$ cat src/hdl/fdc_pkg.sv
package fdc_pkg;

  localparam int DutyW    = 10;
  localparam int TimeW    = 32;
  localparam int TempW    = 13;
  localparam int CfgTempW = 12;
  localparam int KickMsW  = 16;
  localparam int SlewW    = 8;

  // signed width that holds every temperature reading and threshold
  localparam int CmpW     = TempW + 1;
  // signed width for duty arithmetic around the limits
  localparam int SumW     = DutyW + 2;

  localparam int MulAW    = 14;
  localparam int MulBW    = DutyW;
  localparam int ProdW    = MulAW + MulBW;
  localparam int DivNumW  = ProdW + 1;
  localparam int DivDenW  = 15;
  localparam int DivCntW  = $clog2(DivNumW + 1);

  // ramp quotient (prod + 5000) / 10000 as (((prod + 5000) >> 4) * ceil(2^30 / 625)) >> 30
  localparam int RampDrop  = 4;
  localparam int RampXW    = ProdW - RampDrop;
  localparam int RecipW    = 21;
  localparam int RampShift = 30;
  localparam int RampPW    = RampXW + RecipW;

  localparam int ApbAddrW = 5;
  localparam int ApbDataW = 32;

  localparam logic [TimeW-1:0] SeqDelayMs = TimeW'(5000);
  localparam logic [TimeW-1:0] SeqTotalMs = TimeW'(15000);
  localparam logic [ProdW-1:0]  RampBias  = ProdW'(5000);
  localparam logic [RecipW-1:0] RampRecip = RecipW'(1717987);

  localparam logic signed [CmpW-1:0] TempLowest  = -CmpW'(880);
  localparam logic signed [CmpW-1:0] TempHighest = CmpW'(2000);

  typedef enum logic [2:0] {
    REG_TEMP_FULL,
    REG_TEMP_TURN_ON,
    REG_TEMP_TURN_OFF,
    REG_MIN_DUTY,
    REG_MAX_DUTY,
    REG_KICK_DUTY,
    REG_KICK_MS,
    REG_SLEW_STEP
  } reg_idx_e;

  typedef struct packed {
    logic signed [CfgTempW-1:0] temp_full;
    logic signed [CfgTempW-1:0] temp_turn_on;
    logic signed [CfgTempW-1:0] temp_turn_off;
    logic [DutyW-1:0]           min_duty;
    logic [DutyW-1:0]           max_duty;
    logic [DutyW-1:0]           kick_duty;
    logic [KickMsW-1:0]         kick_ms;
    logic [SlewW-1:0]           slew_step;
  } cfg_t;

  typedef struct packed {
    logic capture;
    logic eval;
    logic mul;
    logic div_start;
    logic target;
    logic commit;
  } ctrl_cmd_t;

  typedef struct packed {
    logic needs_mul;
    logic needs_div;
    logic div_busy;
  } ctrl_sts_t;

endpackage

$ cat src/hdl/fdc_regs.sv
module fdc_regs import fdc_pkg::*; (
  input  logic                clk_i,
  input  logic                rst_ni,
  input  logic                psel,
  input  logic                penable,
  input  logic                pwrite,
  input  logic [ApbAddrW-1:0] paddr,
  input  logic [ApbDataW-1:0] pwdata,
  output logic [ApbDataW-1:0] prdata,
  output logic                pready,
  output cfg_t                cfg_o
);

  cfg_t     cfg_q;
  reg_idx_e idx;
  logic     wr_en;

  assign idx    = reg_idx_e'(paddr[ApbAddrW-1:2]);
  assign wr_en  = psel & penable & pwrite;
  assign pready = 1'b1;
  assign cfg_o  = cfg_q;

  always_ff @(posedge clk_i or negedge rst_ni) begin
    if (!rst_ni) begin
      cfg_q.temp_full     <= CfgTempW'(960);
      cfg_q.temp_turn_on  <= CfgTempW'(640);
      cfg_q.temp_turn_off <= CfgTempW'(560);
      cfg_q.min_duty      <= DutyW'(300);
      cfg_q.max_duty      <= DutyW'(1023);
      cfg_q.kick_duty     <= DutyW'(1023);
      cfg_q.kick_ms       <= KickMsW'(500);
      cfg_q.slew_step     <= SlewW'(5);
    end else if (wr_en) begin
      case (idx)
        REG_TEMP_FULL:     cfg_q.temp_full     <= pwdata[CfgTempW-1:0];
        REG_TEMP_TURN_ON:  cfg_q.temp_turn_on  <= pwdata[CfgTempW-1:0];
        REG_TEMP_TURN_OFF: cfg_q.temp_turn_off <= pwdata[CfgTempW-1:0];
        REG_MIN_DUTY:      cfg_q.min_duty      <= pwdata[DutyW-1:0];
        REG_MAX_DUTY:      cfg_q.max_duty      <= pwdata[DutyW-1:0];
        REG_KICK_DUTY:     cfg_q.kick_duty     <= pwdata[DutyW-1:0];
        REG_KICK_MS:       cfg_q.kick_ms       <= pwdata[KickMsW-1:0];
        REG_SLEW_STEP:     cfg_q.slew_step     <= pwdata[SlewW-1:0];
        default: ;
      endcase
    end
  end

  always_comb begin
    case (idx)
      REG_TEMP_FULL:     prdata = ApbDataW'(unsigned'(cfg_q.temp_full));
      REG_TEMP_TURN_ON:  prdata = ApbDataW'(unsigned'(cfg_q.temp_turn_on));
      REG_TEMP_TURN_OFF: prdata = ApbDataW'(unsigned'(cfg_q.temp_turn_off));
      REG_MIN_DUTY:      prdata = ApbDataW'(cfg_q.min_duty);
      REG_MAX_DUTY:      prdata = ApbDataW'(cfg_q.max_duty);
      REG_KICK_DUTY:     prdata = ApbDataW'(cfg_q.kick_duty);
      REG_KICK_MS:       prdata = ApbDataW'(cfg_q.kick_ms);
      REG_SLEW_STEP:     prdata = ApbDataW'(cfg_q.slew_step);
      default:           prdata = '0;
    endcase
  end

endmodule

$ cat src/hdl/fdc_div.sv
module fdc_div import fdc_pkg::*; (
  input  logic               clk_i,
  input  logic               rst_ni,
  input  logic               start_i,
  input  logic [DivNumW-1:0] dividend_i,
  input  logic [DivDenW-1:0] divisor_i,
  output logic               busy_o,
  output logic [DivNumW-1:0] quotient_o
);

  logic [DivDenW-1:0] rem_q, rem_d, den_q;
  logic [DivNumW-1:0] quo_q, quo_d;
  logic [DivCntW-1:0] cnt_q, cnt_d;
  logic               busy_q, busy_d;
  logic [DivDenW:0]   shifted, diff;
  logic               ge;

  // one restoring step per cycle, quotient bits shift in from the right
  always_comb begin
    shifted = {rem_q, quo_q[DivNumW-1]};
    diff    = shifted - {1'b0, den_q};
    ge      = shifted >= {1'b0, den_q};
    rem_d   = rem_q;
    quo_d   = quo_q;
    cnt_d   = cnt_q;
    busy_d  = busy_q;
    if (start_i) begin
      rem_d  = '0;
      quo_d  = dividend_i;
      cnt_d  = DivCntW'(DivNumW);
      busy_d = 1'b1;
    end else if (busy_q) begin
      rem_d  = ge ? diff[DivDenW-1:0] : shifted[DivDenW-1:0];
      quo_d  = {quo_q[DivNumW-2:0], ge};
      cnt_d  = cnt_q - 1'b1;
      busy_d = (cnt_q != DivCntW'(1));
    end
  end

  always_ff @(posedge clk_i or negedge rst_ni) begin
    if (!rst_ni) begin
      busy_q <= 1'b0;
      cnt_q  <= '0;
    end else begin
      busy_q <= busy_d;
      cnt_q  <= cnt_d;
    end
  end

  always_ff @(posedge clk_i) begin
    rem_q <= rem_d;
    quo_q <= quo_d;
    if (start_i) begin
      den_q <= divisor_i;
    end
  end

  assign busy_o     = busy_q;
  assign quotient_o = quo_q;

  a_start_busy: assert property (@(posedge clk_i) disable iff (!rst_ni)
    start_i |=> busy_q)
    else $error("divider did not go busy after start");

endmodule

$ cat src/hdl/fdc_datapath.sv
module fdc_datapath import fdc_pkg::*; (
  input  logic                    clk_i,
  input  logic                    rst_ni,
  input  ctrl_cmd_t               cmd_i,
  output ctrl_sts_t               sts_o,
  input  cfg_t                    cfg_i,
  input  logic                    command_i,
  input  logic [TimeW-1:0]        now_ms_i,
  input  logic signed [TempW-1:0] temp_sixteenths_i,
  input  logic                    reading_valid_i,
  output logic [DutyW-1:0]        duty_o,
  output logic                    fan_running_o,
  output logic                    kicking_o,
  output logic                    powering_on_o
);

  typedef enum logic [2:0] {
    PATH_RESTART,
    PATH_BAD,
    PATH_HOLD,
    PATH_RAMP,
    PATH_RUN
  } path_e;

  typedef enum logic [1:0] {
    REGION_FULL,
    REGION_OFF,
    REGION_PROP,
    REGION_BAND
  } region_e;

  // captured transaction
  logic                    cmd_q;
  logic [TimeW-1:0]        now_q;
  logic signed [TempW-1:0] temp_q;
  logic                    rvalid_q;

  // controller state
  logic [DutyW-1:0] duty_q, duty_d;
  logic             fan_q, fan_d;
  logic             kick_pend_q, kick_pend_d;
  logic [TimeW-1:0] kick_began_q, kick_began_d;
  logic             seq_act_q, seq_act_d;
  logic [TimeW-1:0] seq_began_q, seq_began_d;
  logic             kicking_q, kicking_d;

  // evaluation results
  path_e                kind_d, kind_q;
  region_e              region_d, region_q;
  logic                 fan_eff_d, fan_eff_q;
  logic                 kp_eff_d, kp_eff_q;
  logic                 kick_live_d, kick_live_q;
  logic [MulAW-1:0]     ramp_x_q;
  logic [CfgTempW-1:0]  num_q, span_q;
  logic [DutyW-1:0]     mag_d, mag_q;
  logic                 dneg_q;

  logic signed [CmpW-1:0] t_ext, full_ext, on_ext, off_ext, num_ext, span_ext;
  logic [TimeW-1:0]       seq_el, kick_el;
  logic                   bad;
  logic signed [DutyW:0]  d_span;

  logic [MulAW-1:0]   mul_a;
  logic [MulBW-1:0]   mul_b;
  logic [ProdW-1:0]   prod_q;
  logic [DivNumW-1:0] dividend;
  logic [DivDenW-1:0] divisor;
  logic [DivNumW-1:0] quot;
  logic [DutyW-1:0]   q;
  logic               div_busy;
  logic               use_div;

  logic [ProdW-1:0]   ramp_n;
  logic [RampPW-1:0]  ramp_p_q;
  logic [DutyW-1:0]   ramp_q;

  logic signed [SumW-1:0] min_s, max_s, q_s, v_s;
  logic [DutyW-1:0]       prop_tgt, target_d, target_q;

  logic                   turn_on, turn_off, kick_now;
  logic [SumW-1:0]        up_sum;
  logic signed [SumW-1:0] dn_v, tgt_s;
  logic [DutyW-1:0]       up_duty, dn_duty, slewed;

  // classify the captured transaction
  always_comb begin
    t_ext    = CmpW'(temp_q);
    full_ext = CmpW'(cfg_i.temp_full);
    on_ext   = CmpW'(cfg_i.temp_turn_on);
    off_ext  = CmpW'(cfg_i.temp_turn_off);
    num_ext  = t_ext - on_ext;
    span_ext = full_ext - on_ext;
    seq_el   = now_q - seq_began_q;
    kick_el  = now_q - kick_began_q;
    bad      = !rvalid_q || (t_ext < TempLowest) || (t_ext > TempHighest);

    if (!cmd_q) begin
      kind_d = PATH_RESTART;
    end else if (bad) begin
      kind_d = PATH_BAD;
    end else if (seq_act_q && (seq_el < SeqDelayMs)) begin
      kind_d = PATH_HOLD;
    end else if (seq_act_q && (seq_el < SeqTotalMs)) begin
      kind_d = PATH_RAMP;
    end else begin
      kind_d = PATH_RUN;
    end

    if (t_ext >= full_ext) begin
      region_d = REGION_FULL;
    end else if (t_ext <= off_ext) begin
      region_d = REGION_OFF;
    end else if (t_ext >= on_ext) begin
      region_d = REGION_PROP;
    end else begin
      region_d = REGION_BAND;
    end

    // a sequence that ends on this transaction drops the fan and kick state first
    fan_eff_d   = seq_act_q ? 1'b0 : fan_q;
    kp_eff_d    = seq_act_q ? 1'b0 : kick_pend_q;
    kick_live_d = kp_eff_d && (kick_el < TimeW'(cfg_i.kick_ms));

    d_span = $signed({1'b0, cfg_i.max_duty}) - $signed({1'b0, cfg_i.min_duty});
    mag_d  = d_span[DutyW] ? DutyW'(-d_span) : d_span[DutyW-1:0];
  end

  assign sts_o.needs_mul = (kind_d == PATH_RAMP) ||
                           ((kind_d == PATH_RUN) && (region_d == REGION_PROP));
  assign use_div         = (kind_q == PATH_RUN) && (region_q == REGION_PROP);
  assign sts_o.needs_div = use_div;
  assign sts_o.div_busy  = div_busy;

  // shared multiplier, divider for the temperature span only
  assign mul_a = (kind_q == PATH_RAMP) ? ramp_x_q : MulAW'(num_q);
  assign mul_b = (kind_q == PATH_RAMP) ? cfg_i.max_duty : mag_q;

  assign dividend = {prod_q, 1'b0} + DivNumW'(span_q);
  assign divisor  = DivDenW'({span_q, 1'b0});

  fdc_div u_div (
    .clk_i      (clk_i),
    .rst_ni     (rst_ni),
    .start_i    (cmd_i.div_start & use_div),
    .dividend_i (dividend),
    .divisor_i  (divisor),
    .busy_o     (div_busy),
    .quotient_o (quot)
  );

  assign q = quot[DutyW-1:0];

  // ramp division by a constant through a reciprocal product
  assign ramp_n = prod_q + RampBias;
  assign ramp_q = ramp_p_q[RampShift +: DutyW];

  // target duty from the temperature curve
  always_comb begin
    min_s = $signed(SumW'(cfg_i.min_duty));
    max_s = $signed(SumW'(cfg_i.max_duty));
    q_s   = $signed(SumW'(q));
    v_s   = dneg_q ? (min_s - q_s) : (min_s + q_s);
    if (v_s < min_s) begin
      prop_tgt = cfg_i.min_duty;
    end else if (v_s > max_s) begin
      prop_tgt = cfg_i.max_duty;
    end else begin
      prop_tgt = v_s[DutyW-1:0];
    end
    case (region_q)
      REGION_FULL: target_d = cfg_i.max_duty;
      REGION_OFF:  target_d = '0;
      REGION_PROP: target_d = prop_tgt;
      REGION_BAND: target_d = fan_eff_q ? cfg_i.min_duty : '0;
      default:     target_d = '0;
    endcase
  end

  // fan, kick and slew update
  always_comb begin
    turn_on  = (target_q != '0) && !fan_eff_q;
    turn_off = (target_q == '0);
    kick_now = turn_on ? (cfg_i.kick_ms != '0) : (!turn_off && kick_live_q);

    up_sum  = SumW'(duty_q) + SumW'(cfg_i.slew_step);
    up_duty = (up_sum > SumW'(target_q)) ? target_q : up_sum[DutyW-1:0];

    dn_v  = $signed(SumW'(duty_q)) - $signed(SumW'(cfg_i.slew_step));
    tgt_s = $signed(SumW'(target_q));
    if (dn_v < tgt_s) begin
      dn_duty = target_q;
    end else if (dn_v > $signed(SumW'(cfg_i.max_duty))) begin
      dn_duty = cfg_i.max_duty;
    end else begin
      dn_duty = dn_v[DutyW-1:0];
    end

    if (duty_q < target_q) begin
      slewed = up_duty;
    end else if (duty_q > target_q) begin
      slewed = dn_duty;
    end else begin
      slewed = duty_q;
    end
  end

  always_comb begin
    duty_d       = duty_q;
    fan_d        = fan_q;
    kick_pend_d  = kick_pend_q;
    kick_began_d = kick_began_q;
    seq_act_d    = seq_act_q;
    seq_began_d  = seq_began_q;
    kicking_d    = 1'b0;
    case (kind_q)
      PATH_RESTART: begin
        seq_act_d   = 1'b1;
        seq_began_d = now_q;
        duty_d      = '0;
        fan_d       = 1'b0;
        kick_pend_d = 1'b0;
      end
      PATH_BAD: begin
        if (!seq_act_q) begin
          duty_d = '0;
        end
      end
      PATH_HOLD: duty_d = '0;
      PATH_RAMP: duty_d = ramp_q;
      PATH_RUN: begin
        seq_act_d = 1'b0;
        if (turn_on) begin
          fan_d        = 1'b1;
          kick_pend_d  = 1'b1;
          kick_began_d = now_q;
        end else if (turn_off) begin
          fan_d       = 1'b0;
          kick_pend_d = 1'b0;
        end else begin
          fan_d       = fan_eff_q;
          kick_pend_d = kp_eff_q;
        end
        kicking_d = kick_now;
        duty_d    = kick_now ? cfg_i.kick_duty : slewed;
      end
      default: ;
    endcase
  end

  always_ff @(posedge clk_i or negedge rst_ni) begin
    if (!rst_ni) begin
      duty_q       <= '0;
      fan_q        <= 1'b0;
      kick_pend_q  <= 1'b0;
      kick_began_q <= '0;
      seq_act_q    <= 1'b1;
      seq_began_q  <= '0;
      kicking_q    <= 1'b0;
    end else if (cmd_i.commit) begin
      duty_q       <= duty_d;
      fan_q        <= fan_d;
      kick_pend_q  <= kick_pend_d;
      kick_began_q <= kick_began_d;
      seq_act_q    <= seq_act_d;
      seq_began_q  <= seq_began_d;
      kicking_q    <= kicking_d;
    end
  end

  always_ff @(posedge clk_i) begin
    if (cmd_i.capture) begin
      cmd_q    <= command_i;
      now_q    <= now_ms_i;
      temp_q   <= temp_sixteenths_i;
      rvalid_q <= reading_valid_i;
    end
    if (cmd_i.eval) begin
      kind_q      <= kind_d;
      region_q    <= region_d;
      fan_eff_q   <= fan_eff_d;
      kp_eff_q    <= kp_eff_d;
      kick_live_q <= kick_live_d;
      ramp_x_q    <= seq_el[MulAW-1:0] - SeqDelayMs[MulAW-1:0];
      num_q       <= num_ext[CfgTempW-1:0];
      span_q      <= span_ext[CfgTempW-1:0];
      mag_q       <= mag_d;
      dneg_q      <= d_span[DutyW];
    end
    if (cmd_i.mul) begin
      prod_q <= mul_a * mul_b;
    end
    if (cmd_i.div_start) begin
      ramp_p_q <= ramp_n[ProdW-1:RampDrop] * RampRecip;
    end
    if (cmd_i.target) begin
      target_q <= target_d;
    end
  end

  assign duty_o        = duty_q;
  assign fan_running_o = fan_q;
  assign kicking_o     = kicking_q;
  assign powering_on_o = seq_act_q;

endmodule

$ cat src/hdl/fdc_ctrl.sv
module fdc_ctrl import fdc_pkg::*; (
  input  logic      clk_i,
  input  logic      rst_ni,
  input  logic      in_valid_i,
  output logic      in_ready_o,
  output logic      out_valid_o,
  input  logic      out_ready_i,
  input  ctrl_sts_t sts_i,
  output ctrl_cmd_t cmd_o
);

  typedef enum logic [2:0] {
    S_IDLE,
    S_EVAL,
    S_MUL,
    S_DLOAD,
    S_DIV,
    S_TARGET,
    S_APPLY
  } state_e;

  state_e state_q, state_d;
  logic   in_ready_q, in_ready_d;
  logic   out_valid_q, out_valid_d;
  logic   out_free;

  assign out_free = !out_valid_q || out_ready_i;

  always_comb begin
    state_d     = state_q;
    in_ready_d  = in_ready_q;
    out_valid_d = out_valid_q && !out_ready_i;
    cmd_o       = '0;
    case (state_q)
      S_IDLE: begin
        if (in_valid_i && in_ready_q) begin
          cmd_o.capture = 1'b1;
          in_ready_d    = 1'b0;
          state_d       = S_EVAL;
        end
      end
      S_EVAL: begin
        cmd_o.eval = 1'b1;
        state_d    = sts_i.needs_mul ? S_MUL : S_TARGET;
      end
      S_MUL: begin
        cmd_o.mul = 1'b1;
        state_d   = S_DLOAD;
      end
      S_DLOAD: begin
        cmd_o.div_start = 1'b1;
        state_d         = sts_i.needs_div ? S_DIV : S_TARGET;
      end
      S_DIV: begin
        if (!sts_i.div_busy) begin
          state_d = S_TARGET;
        end
      end
      S_TARGET: begin
        cmd_o.target = 1'b1;
        state_d      = S_APPLY;
      end
      S_APPLY: begin
        // hold the result until the output register frees up
        if (out_free) begin
          cmd_o.commit = 1'b1;
          out_valid_d  = 1'b1;
          in_ready_d   = 1'b1;
          state_d      = S_IDLE;
        end
      end
      default: state_d = S_IDLE;
    endcase
  end

  always_ff @(posedge clk_i or negedge rst_ni) begin
    if (!rst_ni) begin
      state_q     <= S_IDLE;
      in_ready_q  <= 1'b1;
      out_valid_q <= 1'b0;
    end else begin
      state_q     <= state_d;
      in_ready_q  <= in_ready_d;
      out_valid_q <= out_valid_d;
    end
  end

  assign in_ready_o  = in_ready_q;
  assign out_valid_o = out_valid_q;

  a_commit_free: assert property (@(posedge clk_i) disable iff (!rst_ni)
    cmd_o.commit |-> (!out_valid_q || out_ready_i))
    else $error("result committed over an unaccepted transaction");

  a_commit_valid: assert property (@(posedge clk_i) disable iff (!rst_ni)
    cmd_o.commit |=> out_valid_q)
    else $error("committed result not presented");

  a_ready_idle: assert property (@(posedge clk_i) disable iff (!rst_ni)
    in_ready_q == (state_q == S_IDLE))
    else $error("input ready out of step with controller state");

  a_div_runs: assert property (@(posedge clk_i) disable iff (!rst_ni)
    ((state_q == S_DLOAD) && sts_i.needs_div) |=> sts_i.div_busy)
    else $error("divider not running after load");

endmodule

$ cat src/hdl/fan_duty_controller_core.sv
// A result is registered after the evaluate, target and apply states; the power-on ramp adds
// the multiply and divider-load states, and the proportional curve also waits in the divide
// state for the 25-step serial divider, which divides by the configured temperature span.
// Apply holds until the previous result is accepted; one transaction is in flight at a time.
// Reset (rst_ni low, asynchronous): duty 0, fan off, power-on sequence active from time 0,
// configuration back to its defaults, no result pending.
module fan_duty_controller_core import fdc_pkg::*; (
  input  logic                    clk_i,
  input  logic                    rst_ni,
  input  logic                    psel,
  input  logic                    penable,
  input  logic                    pwrite,
  input  logic [ApbAddrW-1:0]     paddr,
  input  logic [ApbDataW-1:0]     pwdata,
  output logic [ApbDataW-1:0]     prdata,
  output logic                    pready,
  input  logic                    in_valid_i,
  output logic                    in_ready_o,
  input  logic                    command_i,
  input  logic [TimeW-1:0]        now_ms_i,
  input  logic signed [TempW-1:0] temp_sixteenths_i,
  input  logic                    reading_valid_i,
  output logic                    out_valid_o,
  input  logic                    out_ready_i,
  output logic [DutyW-1:0]        duty_o,
  output logic                    fan_running_o,
  output logic                    kicking_o,
  output logic                    powering_on_o
);

  cfg_t      cfg;
  ctrl_cmd_t cmd;
  ctrl_sts_t sts;

  fdc_regs u_regs (
    .clk_i   (clk_i),
    .rst_ni  (rst_ni),
    .psel    (psel),
    .penable (penable),
    .pwrite  (pwrite),
    .paddr   (paddr),
    .pwdata  (pwdata),
    .prdata  (prdata),
    .pready  (pready),
    .cfg_o   (cfg)
  );

  fdc_ctrl u_ctrl (
    .clk_i       (clk_i),
    .rst_ni      (rst_ni),
    .in_valid_i  (in_valid_i),
    .in_ready_o  (in_ready_o),
    .out_valid_o (out_valid_o),
    .out_ready_i (out_ready_i),
    .sts_i       (sts),
    .cmd_o       (cmd)
  );

  fdc_datapath u_datapath (
    .clk_i             (clk_i),
    .rst_ni            (rst_ni),
    .cmd_i             (cmd),
    .sts_o             (sts),
    .cfg_i             (cfg),
    .command_i         (command_i),
    .now_ms_i          (now_ms_i),
    .temp_sixteenths_i (temp_sixteenths_i),
    .reading_valid_i   (reading_valid_i),
    .duty_o            (duty_o),
    .fan_running_o     (fan_running_o),
    .kicking_o         (kicking_o),
    .powering_on_o     (powering_on_o)
  );

endmodule

$ cat config.mk
export PLATFORM = sky130hd
export DESIGN_NAME = fan_duty_controller_core
export DESIGN_NICKNAME = d
export VERILOG_FILES = /design/src/hdl/fdc_pkg.sv /design/src/hdl/fdc_regs.sv /design/src/hdl/fdc_div.sv /design/src/hdl/fdc_datapath.sv /design/src/hdl/fdc_ctrl.sv /design/src/hdl/fan_duty_controller_core.sv
export SDC_FILE = /design/constraint.sdc
export NUM_CORES = 2
export LEC_CHECK = 0
export BUFFER_PORTS_ARGS = -buffer_cell sky130_fd_sc_hd__clkbuf_2
export CAP_MARGIN = 20
export CORE_AREA = 2 2 207 311
export DETAILED_ROUTE_END_ITERATION = 16
export DIE_AREA = 0 0 209 313
export PLACE_DENSITY = 0.87
export SLEW_MARGIN = 20
export SYNTH_ARGS = -nofsm -noshare
export SYNTH_HDL_FRONTEND = slang
export SYNTH_SLANG_ARGS = --single-unit
export TNS_END_PERCENT = 20
$ cat constraint.sdc
create_clock -name clk_i -period 15.7 [get_ports clk_i]
set_clock_uncertainty 0.2 [all_clocks]
set_input_delay 0.785 -clock clk_i [delete_from_list [all_inputs] [get_ports clk_i]]
set_output_delay 0.785 -clock clk_i [all_outputs]
set_load 0.01 [all_outputs]
; Yosys cells after proc, flatten, opt, wreduce, memory -nomap -nowiden
; Index checks and enable logic that the tools add are counted.
[word_totals]
ff_bits = 409
latch_bits = 0
ramBits = 0
rom_bits = 0
in_bits = 91
output_inout_bits = 48
elab_cells = 209
n_memories = 0
[op_classes]
n_addsub = 15
multipliers = 2
div = 0
order_cmp = 16
eq_ne = 29
shift = 0
mux = 60
bitwise_logic = 3
reduce_logical = 44
[op_table]
columns = op, count
row1 = one-hot mux 32 bit (8 select lines), 1
row2 = two-way mux 10 bit, 12
row3 = one-hot mux 10 bit (4 select lines), 2
row4 = subtractor 32 bit, 2
row5 = two-way mux 25 bit, 2
row6 = multiplier 20 x 21 -> 40 bit (second input constant), 1
row7 = less-than comparator 32 x 13 -> 1 bit (second input constant), 1
row8 = less-than comparator 32 x 14 -> 1 bit (second input constant), 1
row9 = less-than comparator 32 x 16 -> 1 bit, 1
row10 = == test 3 bit (second input constant), 9
row11 = greater-or-equal comparator 13 x 12 -> 1 bit, 2
row12 = adder 25 x 12 -> 25 bit, 1
row13 = adder 24 x 13 -> 24 bit (second input constant), 1
row14 = greater-than comparator 12 x 11 -> 1 bit, 2
row15 = less-than comparator 12 x 11 -> 1 bit, 2
row16 = multiplier 14 x 10 -> 24 bit, 1
row17 = two-way mux 3 bit, 8
row18 = subtractor 12 bit, 2
row19 = two-way mux 1 bit, 23
row20 = subtractor 10 x 10 -> 11 bit, 2
row21 = == test 3 x 2 -> 1 bit (second input constant), 7
row22 = one-hot mux 3 bit (7 select lines), 1
row23 = AND reduction 2 bit, 10
row24 = greater-or-equal comparator 16 x 13 -> 1 bit, 1
row25 = other kinds (40), 74

; Longest topological paths before layout
[depth]
depth_word = 12
mapped_depth = 35
mapped_depth_nobuf = 35

; Hierarchy
; Synthesis repeated with hierarchy kept, for this count alone.
[hier_totals]
cells_unflattened = 4028
area_unflattened_um2 = 38528.2
[modules_own_cells]
columns = mod, instances, cells_per_inst, area_per_inst_um2, seq_area_each_um2
row1 = fdc_datapath, 1, 3386, 30521.8, 6397.4
row2 = fdc_regs, 1, 315, 4381.7, 2303.5
row3 = fdc_div, 1, 290, 3309.4, 1651.6
row4 = fdc_ctrl, 1, 37, 315.3, 126.4

; Worst setup path after synthesis
; Ideal clock, no wire load.
[synth_path]
path_type = register -> register
startpoint = reg u_datapath.prod_q[3]
endpoint = reg u_datapath.ramp_p_q[39], data pin
setup_ns = 0.260
arrival_time_ns = 7.582
required_time_ns = 15.240
path_slack_ns = 7.658
path_stages_with_launch = 36
n_path_buf = 0
synth_period_minus_slack_ns = 8.042
cell_sequence = edfxtp_1 ha_1 nand3_1 nor3b_1 nand2b_1 a31oi_1 nor2_1 nand2_1 xnor2_1 ha_1 xor2_1 ha_1 or2_2 inv_1 fa_1 inv_1 fa_1 inv_1 fa_1 inv_1 fa_1 inv_1 fa_1 inv_1 ha_1 a21oi_1 nor2b_1 a2111oi_0 o21ai_0 o311ai_0 a21oi_1 nor2_1 o21ai_0 a21oi_1 o21bai_1 xnor2_1
[synth_between]
elab_chain_len = 2
[synth_lines]
columns = element, line_no
row1 = "start, declared", fdc_datapath.sv:65  ; logic [ProdW-1:0] prod_q;
row2 = "start signal, assigned", fdc_datapath.sv:290  ; prod_q <= mul_a * mul_b;
row3 = adder 24 x 13 -> 24 bit, fdc_datapath.sv:154  ; assign ramp_n = prod_q + RampBias;
row4 = multiplier 20 x 21 -> 40 bit, fdc_datapath.sv:293  ; ramp_p_q <= ramp_n[ProdW-1:RampDrop] * RampRecip;
row5 = "end signal, assigned", fdc_datapath.sv:293
row6 = "end, declared", fdc_datapath.sv:74  ; logic [RampPW-1:0] ramp_p_q;
; No other way between the ends.
; A chain may end at the register's enable or synchronous reset.

; Final worst setup path
[layout_path]
startpoint = reg u_datapath.prod_q[4]
endpoint = reg u_datapath.ramp_p_q[39], data pin
; Same word-level chain as after synthesis.

==> results_dict.tcl <==
set metrics [dict create \
    start_util 0.5917 \
    final.setup.tns_ns 0 \
    critPathMaxFanout 8 \
    track_usage 0.3258 \
    postRouteAntennaNets 0 \
    slowest_delay_ns 0.94 \
    routed_wirelength_um 105700 \
    synth_top_flop_cell "sky130_fd_sc_hd__edfxtp_1" \
    area_growth_pct 6.997 \
    cts_buffers 39 \
    grt_overflow_total 0 \
    timing_worst_slew_pin_value_ns 1.126 \
    dr.pass1.iters 8 \
    cts_root_buf "sky130_fd_sc_hd__clkbuf_16" \
    setup_slack_of_the_most_critical_reg_to_reg_path_ns 5.73 \
    tritoncts "done" \
    die_height_um 313 \
    post-cts-setup-buffer-count 0 \
    setup_repair_after_global_routing_missed_its_margin "false" \
    routabilityCongestion 1.028 \
    cts_max_path_buffers 3 \
    cts.htree.levels 2 \
    antenna-diode-count 0 \
    wl_per_cell_um 21.79 \
    timing_max_transition_violations_final 0 \
    cts_sink_cnt 379 \
    holdCritPathClass "input pin to async pin" \
    num-nets-final 4870 \
    average_cell_area_after_synthesis_um2 9.449 \
    maxCapViolCount 0 \
    timing.slew.headroom 0.2434 \
    synth-edff-count 185 \
    viasPerCell 6.083 \
    die_w_um 209 \
    finalHoldViolations 0 \
    fp.coreArea_mm2 0.06292 \
    crit_slowest_cell "sky130_fd_sc_hd__o311ai_0" \
    final_period_minus_worst_setup_slack_ns 9.973 \
    post_syn_instances 3940 \
    std_cell_rows 113 \
    fp.dieArea_mm2 0.06542 \
    crit_top_cell "sky130_fd_sc_hd__inv_1" \
    synth.ff_latch_count 379 \
    synth.cell_area_mm2 0.03723 \
    grt_antenna_before_repair 3 \
    crit_type "register to register" \
    synth_warn 0 \
    fillCellCount 4829 \
    drive_gt1_frac 0.08480 \
    grt_start_max_net_pins 109 \
    ctsResizeCount 0 \
    run_status "finished clean" \
    synth_cell_types 93 \
    clk-insertion-delay-late_ns 0.59 \
    drc 0 \
    first_global_vias 30830 \
    critPathLaunchType "register" \
    grt_first_pass_wirelength_um 164400 \
    dp.final_hpwl_um 84460 \
    cp-end-kind "register" \
    port-buffer-count 103 \
    cts.clk_slew.worst_paths_ns 0.07 \
    crit_required_ns 15.81 \
    setup_viol_count_final 0 \
    num_io_pins 139 \
    timing.final.crit_share 0.6352 \
    number_of_hold_repair_buffers_added_at_the_cts_stage 0 \
    fmaxAchievable_mhz 100.3 \
    drt-initial-drc-count 2100 \
    async_flop_share 0.4723 \
    critPathArrivalTime_ns 10.08 \
    synth_seq_area_share 0.2791 \
    num_vias 29500 \
]
## cells in the mapped netlist, drive strengths merged (15+ instances only)
| master | n | area share |
|---|---|---|
| nand2b | 44 | 0.0076 |
| nor3 | 55 | 0.0075 |
| a221o | 20 | 0.0054 |
| a21o | 68 | 0.014 |
| clkbuf | 77 | 0.0078 |
| and3 | 30 | 0.0050 |
| dfxtp | 15 | 0.0081 |
| ha | 507 | 0.17 |
| nand3 | 47 | 0.0063 |
| fa | 258 | 0.14 |
| nand4 | 34 | 0.0057 |
| o21bai | 34 | 0.0069 |
| o21a | 37 | 0.0075 |
| mux2 | 60 | 0.018 |
| o21ai | 277 | 0.037 |
| nand2 | 374 | 0.038 |
| xnor2 | 125 | 0.029 |
| mux2i | 52 | 0.014 |
| and2 | 21 | 0.0035 |
| a21oi | 192 | 0.026 |
| edfxtp | 185 | 0.15 |
| a211oi | 21 | 0.0042 |
| o211ai | 17 | 0.0037 |
| dfstp | 43 | 0.030 |
| inv | 622 | 0.063 |
| xor2 | 65 | 0.015 |
| buf | 34 | 0.0060 |
| a21boi | 20 | 0.0040 |
| nor2b | 48 | 0.0081 |
| dfrtp | 136 | 0.091 |
| nor2 | 219 | 0.022 |
## registers in the layout, summed over array words and instances (netlist names), 2 cells and up
register	flops
u_datapath.duty_o	10
u_datapath.now_q	32
u_datapath.u_div.rem_q	15
u_datapath.target_q	10
u_datapath.u_div.cnt_q	5
u_datapath.region_q	2
u_datapath.ramp_x_q	14
u_datapath.ramp_p_q	10
u_ctrl.state_q	3
u_datapath.temp_q	13
u_datapath.seq_began_q	32
u_datapath.kind_q	3
u_datapath.u_div.den_q	12
u_datapath.num_q	12
u_datapath.kick_began_q	32
u_datapath.u_div.quotient_o	25
u_datapath.prod_q	24
u_datapath.span_q	12
u_regs.cfg_o	90
u_datapath.mag_q	10
## cell type report
| type | instances | area [um^2] | share of cell area |
|---|---|---|---|
| clock buffers | 50 | 1071 | 0.02689 |
| clock inverters | 22 | 209.0 | 0.005246 |
| inverters | 623 | 2338 | 0.05871 |
| multi-input cells | 2842 | 24100 | 0.6050 |
| flip-flops and latches | 379 | 10390 | 0.2608 |
| well taps | 805 | 1007 | 0.02529 |
| repair buffers | 129 | 719.4 | 0.01806 |
## critical path, delay by kind of cell, from the launching register on
kind / cells / cell delay [ns]
AND/OR/NAND/NOR: 8 / 1.25
adder cells (fa/ha/maj): 9 / 3.58
flip-flops: 1 / 0.44
buffers and inverters: 6 / 0.32
XOR/XNOR: 3 / 1.32
AO/OA/AOI/OAI: 9 / 2.59
## per-layer routing
metal / track usage / vias up / share of wire
met5: 0 / - / 0.00012
met4: 0.3049 / 2 / 0.12
met3: 0.05771 / 584 / 0.061
met2: 0.5799 / 1258 / 0.50
met1: 0.3189 / 14130 / 0.33
li1: - / 13530 / -
## path summary, 6_finish.rpt
check | to | start | depth (start not counted)
worst max register to register | u_datapath.ramp_p_q[39]$_DFFE_PP_ | u_datapath.prod_q[4]$_DFFE_PP_ | 35
max in group asynchronous | u_datapath.u_div.cnt_q[4]$_DFFE_PN0P_ | rst_ni | 2
worst min register to register | u_datapath.u_div.den_q[7]$_DFFE_PP_ | u_datapath.span_q[6]$_DFFE_PN_ | 0
worst min-delay path | u_datapath.kick_began_q[29]$_DFFE_PN0P_ | rst_ni | 1
min in group clk_i | u_datapath.now_q[20]$_DFFE_PP_ | now_ms_i[20] | 1
worst max-delay path | u_datapath.ramp_p_q[39]$_DFFE_PP_ | u_datapath.prod_q[4]$_DFFE_PP_ | 35
## layout by cell type (no fill, tap or decap), drive strengths merged, types with 13 or more instances in the layout
cell type,netlist,routed
a211oi,21,21
a21boi,20,20
a21o,68,68
a21oi,192,192
a221o,20,20
a221oi,14,14
and2,21,21
and3,30,30
buf,34,26
clkbuf,77,153
clkinv,1,17
conb,2,17
dfrtp,136,136
dfstp,43,43
dfxtp,15,15
edfxtp,185,185
fa,258,258
ha,507,507
inv,622,625
mux2,60,60
mux2i,52,52
nand2,374,374
nand2b,44,44
nand3,47,47
nand4,34,34
nor2,219,219
nor2b,48,48
nor3,55,55
o211ai,17,17
o21a,37,37
o21ai,277,277
o21bai,34,34
o31ai,13,13
xnor2,125,125
xor2,65,65
## per-stage QoR
| step | utilization | setup WS, ns | area (um^2) | hold WS [ns] | cells |
|---|---|---|---|---|---|
| 6_report | 0.6331 | 5.727 | 39830 | 0.03981 | 4850 |
| 2_1_floorplan | - | 7.658 | 37280 | 0.2272 | 3955 |
| 5_1_grt | 0.6331 | 5.051 | 39830 | 0.1587 | 4850 |
| 4_1_cts | 0.6329 | 5.776 | 39820 | 0.1363 | 4850 |
| 3_3_place_gp | 0.6124 | 6.109 | 38530 | 0.2434 | 4777 |
| 3_5_place_dp | 0.6125 | 5.930 | 38540 | 0.2618 | 4778 |
## cells by family (layout without fill, tap and decap cells)
| group | Yosys count | in the layout | share of synthesized area |
|---|---|---|---|
| compound gates | 823 | 823 | 0.1410 |
| xor+xnor | 190 | 190 | 0.04470 |
| fa+ha+maj | 765 | 765 | 0.3091 |
| buf+inv | 734 | 824 | 0.07666 |
| flops | 379 | 379 | 0.2791 |
| mux | 114 | 114 | 0.03334 |
| other cells | 2 | 17 | 0.0002017 |
| simple gates | 933 | 933 | 0.1159 |
Power is not shown: default switching activity piles up to over one toggle a cycle in this logic, so the estimate is an artifact.
